**src/rsd_pkg.sv**
```systemverilog
// Package for the distinct rank sorter: payload types, state codes and defaults.
package rsd_pkg;

  localparam int unsigned DataW        = 16;
  localparam int unsigned MaxItemsDflt = 16;

  typedef struct packed {
    logic signed [DataW-1:0] sample;
    logic                    final_item;
  } rsd_in_t;

  typedef struct packed {
    logic signed [DataW-1:0] sorted_value;
    logic                    last_out;
  } rsd_out_t;

  typedef enum logic [2:0] {
    S_LOAD,
    S_RDI,
    S_LATI,
    S_CMP,
    S_WR,
    S_SRD,
    S_SGET,
    S_FLUSH
  } rsd_state_e;

endpackage

```
**src/rsd_ram.sv**
```systemverilog
// Generic single write port, single read port RAM with registered read data.
module rsd_ram #(
  parameter int unsigned Width = 16,
  parameter int unsigned Depth = 16
) (
  input  logic                     clk_i,
  input  logic                     we_i,
  input  logic [$clog2(Depth)-1:0] waddr_i,
  input  logic [Width-1:0]         wdata_i,
  input  logic [$clog2(Depth)-1:0] raddr_i,
  output logic [Width-1:0]         rdata_o
);

  logic [Width-1:0] mem_q [Depth];

  always_ff @(posedge clk_i) begin
    if (we_i) begin
      mem_q[waddr_i] <= wdata_i;
    end
    rdata_o <= mem_q[raddr_i];
  end

endmodule

```
**src/rank_sort_distinct.sv**
```systemverilog
// Top level of the distinct rank sorter: sequencer, shared comparator and output stage.
//
// Usage: a set of signed 16-bit samples arrives on the input channel, one per
// request, and the request with final_item set closes the set. Up to MAX_ITEMS
// samples are kept; later samples of the same set are dropped, but the final
// mark still closes the set. The block then ranks every stored sample against
// all others with one comparator and writes it to the slot at its rank, so equal
// samples land in one slot. The occupied slots leave on the output channel in
// ascending order, with last_out set on the largest value.
// The input stays ready while the set loads. Ranking then takes one stored sample
// at a time: it reads it from the value memory, compares it with every stored
// sample at one compare per cycle, and writes it to the slot at its rank. The
// slot scan then visits every slot in order, from the lowest slot upwards.
// The input is not ready from the final request until the last result has
// been placed in the output register.
// A stalled receiver holds the scan; the result in the output register stays
// until taken. Reset empties the set, clears all slot valid bits and drops any
// pending result.
module rank_sort_distinct #(
  parameter int unsigned MAX_ITEMS = rsd_pkg::MaxItemsDflt
) (
  input  logic              clk_i,
  input  logic              rst_ni,
  input  logic              in_valid_i,
  output logic              in_ready_o,
  input  rsd_pkg::rsd_in_t  in_data_i,
  output logic              out_valid_o,
  input  logic              out_ready_i,
  output rsd_pkg::rsd_out_t out_data_o
);

  import rsd_pkg::*;

  localparam int unsigned IdxW = $clog2(MAX_ITEMS);
  localparam int unsigned CntW = $clog2(MAX_ITEMS + 1);

  rsd_state_e state_q, state_d;

  logic [CntW-1:0]         cnt_q;
  logic [IdxW-1:0]         i_q;
  logic [CntW-1:0]         j_q;
  logic [IdxW-1:0]         rank_q;
  logic [IdxW-1:0]         s_q;
  logic signed [DataW-1:0] vi_q;
  logic [MAX_ITEMS-1:0]    slot_valid_q;
  logic signed [DataW-1:0] pend_q;
  logic                    pend_v_q;
  rsd_out_t                out_q;
  logic                    out_valid_q;

  logic             in_acc;
  logic             store_ok;
  logic             val_we;
  logic [IdxW-1:0]  val_raddr;
  logic [DataW-1:0] val_rdata;
  logic             slot_we;
  logic [DataW-1:0] slot_rdata;
  logic             out_free;
  logic             adv;
  logic             out_load;
  logic             out_load_last;
  logic             last_cmp;
  logic             last_i;
  logic             last_s;
  logic             smaller;

  assign in_acc   = in_valid_i && in_ready_o;
  assign store_ok = cnt_q < CntW'(MAX_ITEMS);
  assign out_free = !out_valid_q || out_ready_i;
  assign last_cmp = j_q == cnt_q;
  assign last_i   = (CntW'(i_q) + CntW'(1)) == cnt_q;
  assign last_s   = s_q == IdxW'(MAX_ITEMS - 1);
  assign smaller  = $signed(val_rdata) < vi_q;

  rsd_ram #(
    .Width(DataW),
    .Depth(MAX_ITEMS)
  ) u_value_ram (
    .clk_i  (clk_i),
    .we_i   (val_we),
    .waddr_i(cnt_q[IdxW-1:0]),
    .wdata_i(in_data_i.sample),
    .raddr_i(val_raddr),
    .rdata_o(val_rdata)
  );

  rsd_ram #(
    .Width(DataW),
    .Depth(MAX_ITEMS)
  ) u_slot_ram (
    .clk_i  (clk_i),
    .we_i   (slot_we),
    .waddr_i(rank_q),
    .wdata_i(vi_q),
    .raddr_i(s_q),
    .rdata_o(slot_rdata)
  );

  // Next state.
  always_comb begin
    state_d = state_q;
    case (state_q)
      S_LOAD: begin
        if (in_acc && in_data_i.final_item) begin
          state_d = S_RDI;
        end
      end
      S_RDI:  state_d = S_LATI;
      S_LATI: state_d = S_CMP;
      S_CMP: begin
        if (last_cmp) begin
          state_d = S_WR;
        end
      end
      S_WR: begin
        state_d = last_i ? S_SRD : S_RDI;
      end
      S_SRD: begin
        if (slot_valid_q[s_q]) begin
          state_d = S_SGET;
        end else if (last_s) begin
          state_d = S_FLUSH;
        end
      end
      S_SGET: begin
        if (adv) begin
          state_d = last_s ? S_FLUSH : S_SRD;
        end
      end
      S_FLUSH: begin
        if (adv) begin
          state_d = S_LOAD;
        end
      end
      default: state_d = S_LOAD;
    endcase
  end

  // Sequencer outputs.
  always_comb begin
    in_ready_o    = 1'b0;
    val_we        = 1'b0;
    val_raddr     = i_q;
    slot_we       = 1'b0;
    adv           = 1'b0;
    out_load      = 1'b0;
    out_load_last = 1'b0;
    case (state_q)
      S_LOAD: begin
        in_ready_o = 1'b1;
        val_we     = in_acc && store_ok;
      end
      S_RDI:  val_raddr = i_q;
      S_LATI: val_raddr = '0;
      S_CMP:  val_raddr = j_q[IdxW-1:0];
      S_WR:   slot_we = 1'b1;
      S_SGET: begin
        // The held value goes out only once we know a larger one follows.
        adv      = !pend_v_q || out_free;
        out_load = pend_v_q && adv;
      end
      S_FLUSH: begin
        adv           = out_free;
        out_load      = adv;
        out_load_last = 1'b1;
      end
      default: ;
    endcase
  end

  always_ff @(posedge clk_i or negedge rst_ni) begin
    if (!rst_ni) begin
      state_q      <= S_LOAD;
      cnt_q        <= '0;
      i_q          <= '0;
      j_q          <= '0;
      rank_q       <= '0;
      s_q          <= '0;
      slot_valid_q <= '0;
      pend_v_q     <= 1'b0;
      out_valid_q  <= 1'b0;
    end else begin
      state_q <= state_d;
      if (out_load) begin
        out_valid_q <= 1'b1;
      end else if (out_valid_q && out_ready_i) begin
        out_valid_q <= 1'b0;
      end
      case (state_q)
        S_LOAD: begin
          if (val_we) begin
            cnt_q <= cnt_q + CntW'(1);
          end
          i_q <= '0;
        end
        S_LATI: begin
          j_q    <= CntW'(1);
          rank_q <= '0;
        end
        S_CMP: begin
          if (smaller) begin
            rank_q <= rank_q + IdxW'(1);
          end
          if (!last_cmp) begin
            j_q <= j_q + CntW'(1);
          end
        end
        S_WR: begin
          slot_valid_q[rank_q] <= 1'b1;
          i_q <= i_q + IdxW'(1);
          s_q <= '0;
        end
        S_SRD: begin
          if (!slot_valid_q[s_q] && !last_s) begin
            s_q <= s_q + IdxW'(1);
          end
        end
        S_SGET: begin
          if (adv) begin
            pend_v_q <= 1'b1;
            if (!last_s) begin
              s_q <= s_q + IdxW'(1);
            end
          end
        end
        S_FLUSH: begin
          if (adv) begin
            pend_v_q     <= 1'b0;
            cnt_q        <= '0;
            slot_valid_q <= '0;
          end
        end
        default: ;
      endcase
    end
  end

  // Payload registers.
  always_ff @(posedge clk_i) begin
    if (state_q == S_LATI) begin
      vi_q <= $signed(val_rdata);
    end
    if (state_q == S_SGET && adv) begin
      pend_q <= $signed(slot_rdata);
    end
    if (out_load) begin
      out_q.sorted_value <= pend_q;
      out_q.last_out     <= out_load_last;
    end
  end

  assign out_valid_o = out_valid_q;
  assign out_data_o  = out_q;

`ifndef SYNTHESIS
  a_cnt_bound: assert property (@(posedge clk_i) disable iff (!rst_ni)
    cnt_q <= CntW'(MAX_ITEMS))
    else $error("item count exceeds capacity");

  a_final_blocks: assert property (@(posedge clk_i) disable iff (!rst_ni)
    (in_valid_i && in_ready_o && in_data_i.final_item) |=> !in_ready_o)
    else $error("input still ready after the final request");

  a_slots_clear: assert property (@(posedge clk_i) disable iff (!rst_ni)
    (state_q == S_LOAD) |-> (slot_valid_q == '0 && !pend_v_q))
    else $error("slot state left over from a previous set");

  a_flush_has_value: assert property (@(posedge clk_i) disable iff (!rst_ni)
    (state_q == S_FLUSH) |-> pend_v_q)
    else $error("set ended without any held result");
`endif

endmodule

```
**config.mk**
```make
export PLATFORM = sky130hd
export DESIGN_NAME = rank_sort_distinct
export DESIGN_NICKNAME = d
export VERILOG_FILES = /design/src/rsd_pkg.sv /design/src/rsd_ram.sv /design/src/rank_sort_distinct.sv
export SDC_FILE = /design/constraint.sdc
export NUM_CORES = 1
export LEC_CHECK = 0
export BUFFER_PORTS_ARGS = -buffer_cell sky130_fd_sc_hd__buf_4
export CAP_MARGIN = 0
export CORE_ASPECT_RATIO = 1.25
export CORE_MARGIN = 2
export CORE_UTILIZATION = 30
export DETAILED_ROUTE_END_ITERATION = 12
export GPL_TIMING_DRIVEN = 0
export PLACE_DENSITY = 0.55
export SLEW_MARGIN = 5
export SYNTH_ARGS = -nofsm -noshare
export SYNTH_HDL_FRONTEND = slang
export SYNTH_HIERARCHICAL = 1
export SYNTH_SLANG_ARGS = --single-unit
export TNS_END_PERCENT = 100
```
**constraint.sdc**
```tcl
create_clock -name clk_i -period 3.7 [get_ports clk_i]
set_clock_uncertainty 0.15 [all_clocks]
set_input_delay 0.37 -clock clk_i [delete_from_list [all_inputs] [get_ports clk_i]]
set_output_delay 0.37 -clock clk_i [all_outputs]
set_load 0.01 [all_outputs]
```
Word-level counts from Yosys, hierarchy flattened --
Memory sizes are Yosys's and may differ from the RTL's. A register that Yosys moved wholly into a read port is not among the register bits. Index checks and enable logic that the tools add are counted.
Storage, ports and cells: bits in registers 92, memory bits (writable) 512, input bits 21, output and inout port bits 19, word-level logic and storage cells 119, memories 2
Memories:
- u_slot_ram.mem_q | words 16, bits a word 16, rd ports 1, clocked after Yosys merged registers in 1, write ports 1, line rsd_ram.sv:14 | logic [Width-1:0] mem_q [Depth];
- u_value_ram.mem_q | words 16, bits a word 16, rd ports 1, clocked after Yosys merged registers in 1, write ports 1, line rsd_ram.sv:14
Operators by class: $add $sub $neg 6, magnitude comparators 5, eq/ne operators 20, multiplexer cells 43, bitwise operators 1, reduce and logical (&&, ||, !) cells 29
Operators by type and width (count):
- $pmux W16 S2 | 1
- $pmux W3 S8 | 1
- $pmux W4 S2 | 3
- $mux W3 | 7
- $pmux W5 S2 | 2
- $lt A16 B16 Y1 | 1
- $mux W16 | 1
- $mux W4 | 4
- $ne A2 B2 Y1 const B | 8
- $or A16 B16 Y16 | 1
- $mux W5 | 3
- $mux W1 | 14
- $add A4 B1 Y4 const B | 3
- $eq A3 B3 Y1 const B | 4
- $pmux W4 S3 | 1
- $reduce_bool A2 Y1 | 6
- $add A5 B1 Y5 const B | 2
- $eq A5 B5 Y1 | 2
- $lt A4 B5 Y1 const B | 2
- $logic_and A1 B1 Y1 | 8
- $eq A3 B2 Y1 const B | 2
- $pmux W1 S2 | 3
- $reduce_and A2 Y1 | 3
- $reduce_and A3 Y1 | 2
- other kinds (16) | 20

Depth between registers and ports, before layout --
word-level depth 7, gate-level depth with buffers 10, mapped depth without buffers 8

Hierarchy --
Netlist, hierarchy kept.
Modules (own cells, without submodules):
- rsd_ram at u_value_ram | times used 1, cells an instance 432, area an instance 10043.4 sq um, seq. area each 8007.7 sq um
- rsd_ram at u_slot_ram | times used 1, cells an instance 432, area an instance 10042.1 sq um, seq. area each 8007.7 sq um
- rank_sort_distinct | times used 1, cells an instance 378, area an instance 4365.4 sq um, seq. area each 2547.4 sq um

Worst setup path before layout --
OpenSTA, ideal clock, no wires.
path kind register -> register, from reg state_q[0], to mem u_value_ram.mem_q[0][0], enable pin, setup time 0.409 ns, data arrival time 3.169 ns, data required time 3.141 ns, setup slack -0.028 ns, cell stages (with the launch flop) 7, buffers on the path 2, clock period less this slack 3.728 ns, cells stage by stage dfrtp_1 -> buf_6 -> or2_2 -> clkbuf_1 -> nor4b_2 -> or3b_2 -> nor3_1
On the way: longest elaborated chain between the ends 7
Ends and longest elaborated chain:
- start: declaration | line rank_sort_distinct.sv:37 | rsd_state_e state_q, state_d;
- start signal: assignment | line rank_sort_distinct.sv:183 | state_q <= state_d;
- $logic_not A3 Y1 * | line rank_sort_distinct.sv:148 | case (state_q)
- $mux W1 | line rank_sort_distinct.sv:148
- $logic_and A1 B1 Y1 | line rank_sort_distinct.sv:67 | assign in_acc = in_valid_i && in_ready_o;
- $logic_and A1 B1 Y1 | line rank_sort_distinct.sv:151 | val_we = in_acc && store_ok;
- $mux W1 * | line rank_sort_distinct.sv:148
- named net val_we | line rank_sort_distinct.sv:53 | logic val_we;
- $mux W1 * | line rsd_ram.sv:17 | if (we_i) begin
- $mux W1 (not written as such) * | line rsd_ram.sv:18 | mem_q[waddr_i] <= wdata_i;
- end: declaration | line rsd_ram.sv:14
The timed path passes the listed nets; every way through them passes the cells marked *.

Worst setup path in the final report --
from reg state_q[0], to mem u_value_ram.mem_q[1][6], enable pin
Same word-level chain as after synthesis.

==> out/qor.txt <==
Nets -> 1452
detailed-route DRC error count -> 0
global-route wire length before repair -> 78300 um
EDFF count, synth -> 561
syn nets -> 1286
Crit path arrival time -> 3.73 ns
Via-to-Cell Ratio -> 4.75
Die H -> 323 um
layout cell share with drive strength beyond 1 -> 24.1%
unrepaired setup endpoints after global routing -> false
Worst R2R End -> u_value_ram/mem_q[1][6]$_DFFE_PP_
CP Cell Sequence -> buf_6 -> or2_2 -> clkbuf_1 -> nor4b_4 -> or3b_2 -> nor2_2 -> buf_8
ys async rst share -> 6.76%
met1 Use GR -> 15.1%
Pins Over Slew Limit -> 0
Site Rows -> 117
Crit Path Max Fanout -> 10
Lkg Pwr -> 9.56 nW
Register Area -> 18600 um2
Synth warnings -> 6
slowest CP cell -> nor4b_4
Post-Place Worst Slack -> -0.136 ns
H-tree levels -> 3
DR iter-0 viols -> 740
Avg Synthesized Cell Area -> 19.7 um2
Syn Inst Count -> 1242
Slew HR -> 40.7%
final hold viol count -> 0
dominant synthesized flop cell -> edfxtp_1
final worst-path cycle share -> 96.2%
Overflow after GRT -> 0
clk sinks -> 636
r2r startpoint -> state_q[0]$_DFFE_PN0P_
worst-margin pin slew -> 0.890 ns
GR peak layer -> met2
core area -> 81100 um2
HP Start -> in_data_i[0]
Die Width -> 259 um
Clock Root Buffer -> clkbuf_16
cells on worst reg2reg path -> 7
final setup violation count -> 0
IO Count -> 40
Setup crit end kind -> flop
fill count -> 7575
Cells after DPL -> 2390
Seq cells post-synth -> 636
CP Class -> reg -> reg
area delta synth->final -> 19.2%
Netlist cell types -> 57
total die area -> 83800 um2
status -> finished clean
fin crit period -> 3.56 ns
Hold Crit Class -> in -> reg
Final ANT Viol Nets -> 0
CTS tree -> yes
DR vias -> 12000
met3 usage -> 1.94%
GPL Wtd Cong -> 0.742
final wirelength -> 51500 um
I/O Buffers -> 39
FMAX -> 0.281 GHz
Post-CTS Setup Repair Bufs -> 0
largest net degree at the start of global routing -> 44
multi-input logic area -> 5600 um2
CTS Buffer Depth -> 3
switch share -> 27.9%
Reg power frac -> 45.9%
Switch Pwr -> 0.00568 W
VDD IR max -> 0.000376 V
clock slew at reported path FFs -> 0.06 ns
synthesized area -> 24500 um2
P per Cell Area -> 698 nW/um2
Clock power frac -> 32.6%
R2R Setup Slk -> 0.14 ns
Logic pwr share -> 21.5%
max_cap viols -> 0
worst stage delay on the critical path -> 0.68 ns
internal power -> 0.0147 W
Non-Filler Instances -> 2534
TritonRoute pass-1 iters -> 5
Setup TNS Final -> 0 ns
Hold Crit Depth -> 4
antenna violations before repair -> 0
starting density of the core -> 30.1%
total track usage -> 12.4%
Skew-Pair Late Insertion Delay -> 0.62 ns
vias in the first global route -> 12600
met2 usage -> 22.4%
sequential fraction of the synthesis area -> 75.9%
HPWL after detailed placement -> 34200 um
Worst setup SP type -> flop
post-layout util -> 35.9%
WL per Instance -> 20.3 um
ANT cells -> 0
CP required -> 3.87 ns
PnR worst setup slack -> 0.139 ns
Hold EP -> state_q[0]$_DFFE_PN0P_
CTS Buf Count -> 69
## metrics by stage
stage          hold WS (ns)  power [W]  instance area (um2)
6_report              0.101     0.0203                29100
5_1_grt               0.113     0.0213                29100
4_1_cts              0.0525     0.0206                29100
3_5_place_dp          0.239     0.0139                26700
3_3_place_gp          0.237     0.0137                26100
2_1_floorplan       -0.0756     0.0124                24500
## sequential cells by signal, indices dropped and copies added, names as in the netlist
register / count
pend_q: 16
out_data_o: 17
cnt_q: 5
vi_q: 16
s_q: 4
u_slot_ram/rdata_o: 16
out_valid_o: 1
pend_v_q: 1
u_value_ram/mem_q: 256
state_q: 3
i_q: 4
slot_valid_q: 16
u_value_ram/rdata_o: 16
j_q: 5
u_slot_ram/mem_q: 256
rank_q: 4
## cells in the mapped netlist, types with 20 or more instances
library cell    n  area share (%)
o21ai_0        23            0.47
ha_1           23             1.2
a21oi_1        26            0.53
dfxtp_1        32             2.6
clkbuf_1       28            0.43
dfrtp_1        43             4.4
mux4_2        112              10
nand2_1        69             1.1
nor2_1         61            0.94
edfxtp_1      561              69
a22oi_1        64             2.0
mux4_1         20             2.1
inv_1          25            0.38
## worst max-delay path by stage
stage | start | end | slack [ns] | cells after the start
global placement | state_q[0]$_DFFE_PN0P_ | u_value_ram/mem_q[8][10]$_DFFE_PP_ | -1.43 | 6
detailed placement | state_q[0]$_DFFE_PN0P_ | u_value_ram/mem_q[12][6]$_DFFE_PP_ | -0.14 | 7
global route | state_q[0]$_DFFE_PN0P_ | u_value_ram/mem_q[2][9]$_DFFE_PP_ | 0.06 | 7
floorplan | state_q[0]$_DFFE_PN0P_ | u_value_ram/mem_q[4][0]$_DFFE_PP_ | 0.25 | 6
CTS | state_q[0]$_DFFE_PN0P_ | u_value_ram/mem_q[12][5]$_DFFE_PP_ | 0.15 | 7
finish | state_q[0]$_DFFE_PN0P_ | u_value_ram/mem_q[1][6]$_DFFE_PP_ | 0.14 | 7
## cells by family (layout without fill, tap and decap cells)
kind of cell	after synthesis	in the layout	share of synthesized area, %
buf+inv	83	304	1.73
fa+ha+maj	23	23	1.18
flops	636	636	75.9
mux	139	139	12.8
xor+xnor	12	12	0.430
compound gates	144	144	4.10
simple gates	205	205	3.87
## final cells by class
type / instances / area share, %
well taps: 1071 / 4.60
repair buffers: 95 / 3.48
clock buffers: 102 / 6.67
clock inverters: 24 / 0.872
multi-input cells: 523 / 19.2
inverters: 25 / 0.322
flip-flops and latches: 636 / 63.7
plain buffers: 58 / 1.13
## routing by layer
metal | vias to the layer above | share of wire, %
met4 | 0 | 2.1
met5 | - | 0
met2 | 249 | 53
met1 | 6321 | 41
li1 | 5387 | -
met3 | 76 | 4.0
## worst max-delay path, delay by kind of cell, from the launching register on
| family | cells | cell delay [ns] |
|---|---|---|
| and+or+nand+nor | 4 | 2.11 |
| buffers and inverters | 3 | 0.61 |
| DFF | 1 | 0.37 |
## power by group through the flow
| stage | Combinational (W) | Sequential [W] | Clock, W |
|---|---|---|---|
| after floorplan | 0.00321 | 0.00921 | 0 |
| after global placement | 0.00433 | 0.00941 | 0 |
| after detailed placement | 0.00444 | 0.00948 | 0 |
| after CTS | 0.00447 | 0.00934 | 0.00683 |
| after global routing | 0.00478 | 0.00942 | 0.00712 |
| final | 0.00437 | 0.00933 | 0.00663 |
## what timing repair did
item / in CTS / in global routing
endpoints found under the hold margin: 300 / 0
setup endpoints to repair: 45 / 18
hold buffers: 18 / 0
gates resized for setup: 1 / 2
## layout by cell type (no fill, tap or decap), types with 25 or more instances in the layout
cell type  count
nor2_1        36
nor2_2        26
dfrtp_1       43
nand2_1       69
clkbuf_16     71
a21oi_1       25
dfxtp_1       32
mux4_2       112
a22oi_1       64
buf_4         54
edfxtp_1     561
inv_1         25
clkbuf_1      54
(Power assumes the default switching activity.)
